===== src/sv/pcyl_pkg.sv =====
`timescale 1ns / 1ps

package pcyl_pkg;

    // Number formats
    localparam int COORD_W  = 20;               // signed Q12.8 coordinate
    localparam int AXIS_FB  = 14;               // axis fraction bits
    localparam int AXIS_CW  = AXIS_FB + 2;      // signed Q1.AXIS_FB component
    localparam int LEN_W    = 19;               // unsigned Q11.8 length / radius

    // Derived datapath widths
    localparam int AXIS_PK_W = 3 * AXIS_CW;
    localparam int ORIG_PK_W = 3 * COORD_W;
    localparam int DIFF_W    = COORD_W + 1;
    localparam int PROD_W    = DIFF_W + AXIS_CW;
    localparam int PROJ_W    = PROD_W + 2;
    localparam int MAG_W     = PROJ_W;
    localparam int R_W       = LEN_W + AXIS_FB;
    localparam int H_W       = LEN_W + AXIS_FB - 1;
    localparam int HR_W      = R_W + 1;
    localparam int CMP_W     = (MAG_W > HR_W) ? MAG_W : HR_W;
    localparam int SQ_LO_W   = (CMP_W + 1) / 2;
    localparam int SQ_HI_W   = CMP_W - SQ_LO_W;
    localparam int SQ_W      = 2 * CMP_W;
    localparam int RSQ_W     = 2 * R_W;
    localparam int RAD_W     = SQ_W + 1;
    localparam int G2_W      = RAD_W + 1;

    // Configuration port
    localparam int DATA_W    = 64;
    localparam int ADDR_W    = 6;
    localparam int REG_IDX_W = 3;

    localparam logic [REG_IDX_W-1:0] REG_AXIS_U = 3'd0;
    localparam logic [REG_IDX_W-1:0] REG_AXIS_V = 3'd1;
    localparam logic [REG_IDX_W-1:0] REG_AXIS_W = 3'd2;
    localparam logic [REG_IDX_W-1:0] REG_ORIGIN = 3'd3;
    localparam logic [REG_IDX_W-1:0] REG_LENGTH = 3'd4;
    localparam logic [REG_IDX_W-1:0] REG_RADIUS = 3'd5;
    localparam logic [REG_IDX_W-1:0] REG_MODE   = 3'd6;

    // Pipeline stages
    localparam int NSTAGE   = 8;
    localparam int STG_DIFF = 0;
    localparam int STG_PROD = 1;
    localparam int STG_PROJ = 2;
    localparam int STG_PREP = 3;
    localparam int STG_SQ   = 4;
    localparam int STG_RAD  = 5;
    localparam int STG_CMP  = 6;
    localparam int STG_OUT  = 7;

    typedef logic [NSTAGE-1:0]    stage_en_t;
    typedef logic [AXIS_PK_W-1:0] axis_t;
    typedef logic [ORIG_PK_W-1:0] origin_t;
    typedef logic [MAG_W-1:0]     mag_t;
    typedef logic [CMP_W-1:0]     sq_in_t;
    typedef logic [SQ_W-1:0]      sq_t;
    typedef logic [H_W-1:0]       half_len_t;
    typedef logic [R_W-1:0]       radius_q_t;
    typedef logic [RSQ_W-1:0]     rsq_t;

    typedef struct packed {
        logic ge_h;     // |pw| >= length/2
        logic gt_h;     // |pw| >  length/2
        logic ge_hr;    // |pw| >= length/2 + radius
    } axial_flags_t;

    localparam axis_t AXIS_U_RST = axis_t'(1) << AXIS_FB;
    localparam axis_t AXIS_V_RST = axis_t'(1) << (AXIS_CW + AXIS_FB);
    localparam axis_t AXIS_W_RST = axis_t'(1) << (2 * AXIS_CW + AXIS_FB);

endpackage


===== src/sv/pcyl_square.sv =====
`timescale 1ns / 1ps

// Two-stage squarer: split the operand into halves, form three partial
// products, then add them.
module pcyl_square (
    input  logic             clk,
    input  logic             en_mul,
    input  logic             en_sum,
    input  pcyl_pkg::sq_in_t a,
    output pcyl_pkg::sq_t    sq
);
    import pcyl_pkg::*;

    logic [SQ_HI_W-1:0]         a_hi;
    logic [SQ_LO_W-1:0]         a_lo;
    logic [2*SQ_HI_W-1:0]       hh_reg;
    logic [SQ_HI_W+SQ_LO_W-1:0] hl_reg;
    logic [2*SQ_LO_W-1:0]       ll_reg;
    sq_t                        sq_next;
    sq_t                        sq_reg;

    assign a_hi = a[CMP_W-1:SQ_LO_W];
    assign a_lo = a[SQ_LO_W-1:0];

    assign sq_next = (sq_t'(hh_reg) << (2 * SQ_LO_W))
                   + (sq_t'(hl_reg) << (SQ_LO_W + 1))
                   + sq_t'(ll_reg);

    always_ff @(posedge clk)
    begin
        if (en_mul)
        begin
            hh_reg <= (2*SQ_HI_W)'(a_hi) * (2*SQ_HI_W)'(a_hi);
            hl_reg <= (SQ_HI_W+SQ_LO_W)'(a_hi) * (SQ_HI_W+SQ_LO_W)'(a_lo);
            ll_reg <= (2*SQ_LO_W)'(a_lo) * (2*SQ_LO_W)'(a_lo);
        end
        if (en_sum)
        begin
            sq_reg <= sq_next;
        end
    end

    assign sq = sq_reg;

endmodule


===== config.mk =====
export PLATFORM = sky130hd
export DESIGN_NAME = pcyl_square
export DESIGN_NICKNAME = d
export VERILOG_FILES = /design/src/sv/pcyl_pkg.sv /design/src/sv/pcyl_square.sv
export SDC_FILE = /design/constraint.sdc
export NUM_CORES = 2
export LEC_CHECK = 0
export ABC_CLOCK_PERIOD_IN_PS = 11200
export BUFFER_PORTS_ARGS = -buffer_cell sky130_fd_sc_hd__buf_2
export CAP_MARGIN = 30
export CORE_MARGIN = 2
export CORE_UTILIZATION = 45
export CTS_CLUSTER_SIZE = 12
export DETAILED_ROUTE_END_ITERATION = 8
export GPL_TIMING_DRIVEN = 0
export HOLD_SLACK_MARGIN = 0.03
export PLACE_DENSITY = 0.72
export SYNTH_ARGS = -nofsm -noshare
export SYNTH_HDL_FRONTEND = slang
export SYNTH_SLANG_ARGS = --single-unit

===== constraint.sdc =====
create_clock -name clk -period 11.2 [get_ports clk]
set_input_delay 0 -clock clk [delete_from_list [all_inputs] [get_ports clk]]
set_output_delay 0 -clock clk [all_outputs]
set_load 0.05 [all_outputs]

==> key figures <==
Status
  • Status: finished clean

Global route
  • Vias in the first global route: 33,240
  • Pin count of the biggest net entering global routing: 80
  • Initial antenna violation count: 21
  • Total gr overflow: 0
  • Total global-route track usage: 25.35%
  • First-pass GRT wire length: 188,800 um

STA
  • Pins Over Slew Limit: 0
  • Unrepaired setup endpoints after global routing: false
  • Tmin final: 8.567 ns
  • Max Fclk: 116.7 MHz
  • Normalized max-slew margin: 25.30%
  • Final worst-path cycle share: 76.49%
  • Worst-Margin Slew: 1.120 ns
  • Final-report setup violation count: 0
  • Fin. Hold Viols: 0
  • Clock skew: 0.02200 ns
  • Setup TNS: 0 ns

Clock tree
  • Clock tree buffer depth: 2
  • CTS buffer count: 17
  • Htree depth: 4
  • CTS tree: done
  • Clk Tree Root Cell: clkbuf_16
  • Clock sinks: 192
  • Clock transition at the registers of the reported paths: 0.08 ns
  • Clock latency on the worst-skew pair: 0.46 ns
  • Postcts setup bufs: 0

Worst setup path
  • Worst setup EP type: flop
  • Kind of critical path: primary input to flop
  • Slowest CP cell: clkinv_1
  • Startpoint Class: primary input
  • CP peak stage delay: 0.89 ns
  • Crit-path most repeated cell: fa_1
  • Required @ worst endpoint: 11.39 ns
  • Arrival @ worst endpoint: 8.76 ns
  • CP Cell Sequence: buf_2 > clkbuf_1 > clkinv_1 > nor2_1 > fa_1 > inv_1 > fa_1 > fa_1 > inv_1 > fa_1 > fa_1 > fa_1 > ha_1 > ha_1 > clkbuf_1 > a21oi_1 > o21ai_0 > a2111oi_0 > o2111ai_1 > nand2_1 > o31ai_1 > a221oi_1 > xnor2_1
  • Max FO, Critical Path: 10

Synth
  • Post-synth top area share: 38.77%
  • XOR/XNOR Fraction of Synth Area: 3.466%
  • Async set-or-reset flop fraction in the synthesized netlist: 0%
  • Post-Synth Simple-Gate Area: 12.34%
  • Seq/Total Area, Yosys: 13.42%
  • Yosys reg bits: 192
  • Count leader, synth: inv_1
  • Post-Syn Instances: 4,560
  • Top_reg_cell synth: edfxtp_1
  • Compound-Gate Fraction of Synth Area: 7.430%
  • Post-synth EDFFs: 192
  • Top post-synthesis cells by area: fa_1 (39%), edfxtp_1 (13%), ha_1 (13%)
  • Mux contribution to synthesized area: 0.1515%
  • Post-Synth Adder-Cell Area: 51.55%
  • Area of the mapped netlist: 0.04296 mm2
  • Net Count, Synth: 5,872
  • Syn avg cell area: 9.420 um2
  • Most common library cells after synthesis: inv_1 (1,121), fa_1 (832), nand2_1 (497), ha_1 (438), and2_1 (283)
  • Post-synth top area cell: fa_1
  • Yosys warns: 0
  • Main combinational cell family by area after synthesis: adder cells
  • Netlist cell types: 85

Routing
  • Final ANT Viol Nets: 0
  • DR WL/cell: 20.54 um
  • 1st-iter DRT viols: 2,733
  • Total Wirelength: 123,100 um
  • Post-route DRC violation count: 0
  • Avg Vias per Cell: 5.426
  • Vias post-DR: 32,540
  • 1st-pass router iterations: 6

Placement
  • DP HPWL: 101,300 um
  • Final Wtd Congestion: 1.004
  • Port bufs: 111

Die
  • Initial Utilization: 45.28%
  • Core area: 0.09487 mm2
  • Row count: 113
  • # IOs: 120
  • Die area: 0.09795 mm2
  • Die Height: 313.0 um
  • Die W: 313.0 um

Layout
  • Share of post-route cells with drive strength above 1: 4.282%
  • Register area: 0.005766 mm2
  • Nets: 6,016
  • Number of flip-flops under the largest register name: 77
  • Fill cell count: 8,832
  • Syn-to-layout area delta: 6.848%
  • Multi-input gate area: 0.03220 mm2

Hold path
  • Worst hold path type: primary input to flop

Job
  • Max-Cap Viols: 0
[critical path, delay by kind of cell]
kind / cells / cell delay [ns]
AND/OR/NAND/NOR: 2 / 0.79
XOR/XNOR: 1 / 0.29
buffers and inverters: 6 / 2.22
adder cells (fa/ha/maj): 8 / 3.53
AO/OA/AOI/OAI: 6 / 1.91
[routing by layer]
layer | vias up | GRT usage [%] | share of wire, %
li1 | 14280 | - | -
met2 | 1634 | 39.74 | 45
met5 | - | 0 | 0.13
met1 | 16260 | 33.36 | 39
met3 | 341 | 6.696 | 11
met4 | 22 | 10.69 | 4.6
[path summary, 6_finish.rpt]
path	startpoint	end	slack, ns	depth (start not counted)
max	a[6]	ll_reg[38]	2.63	23
min	a[1]	ll_reg[5]	0.20	4
max reg2reg	hl_reg[0]	sq[65]	7.40	11
min reg2reg	ll_reg[6]	sq[6]	0.42	0
[cell usage in the layout, fill, tap and decap left out, drive strengths merged, types with 7 or more instances in the layout]
master      n
o21bai     23
nor2b      13
nor3       20
diode      14
nor4        7
o21a       12
or2        10
inv      1129
nand3      43
nand4      25
o211ai     17
nor2      145
o31ai       7
and2      285
clkinv     13
nand2     497
buf       128
a211oi     20
a21o       61
ha        438
xnor2     123
o21ai     100
and3       19
clkbuf    202
nand2b     13
edfxtp    192
a31oi      17
or3         9
o2111ai    11
xor2       47
fa        832
a21oi     162
[kinds of logic after synthesis]
family,Yosys count
compound gates,491
buf+inv,1321
fa+ha+maj,1271
simple gates,1108
mux,6
xor+xnor,170
flops,192
other cells,1
[layout make-up]
class / instances / share of cell area [%]
diodes: 14 / 0.07633
plain buffers: 191 / 1.638
clock buffers: 18 / 0.9350
clock inverters: 14 / 0.2671
inverters: 1130 / 9.241
multi-input cells: 3047 / 70.15
flip-flops and latches: 192 / 12.56
well taps: 1265 / 3.448
repair buffers: 125 / 1.682
[what timing repair did]
action,in CTS,in global routing
hold endpoints to repair,30,0
resized for setup,0,0
hold buffers,4,0
[stage by stage]
stage               instance area, um2  hold slack (ns)  utilization (%)  setup WS, ns  cells
finish                           45900           0.2036            48.38         2.633   5996
floorplan                        42960          0.09887                -         5.055   4560
detailed placement               45240           0.2586            47.69         2.510   5944
global route                     45870           0.2483            48.35         2.488   5985
CTS                              45830           0.1719            48.31         2.969   5980
global placement                 45100           0.2562            47.53         2.615   5936
Power is not shown: default switching activity piles up to over one toggle a cycle in this logic, so the estimate is an artifact.
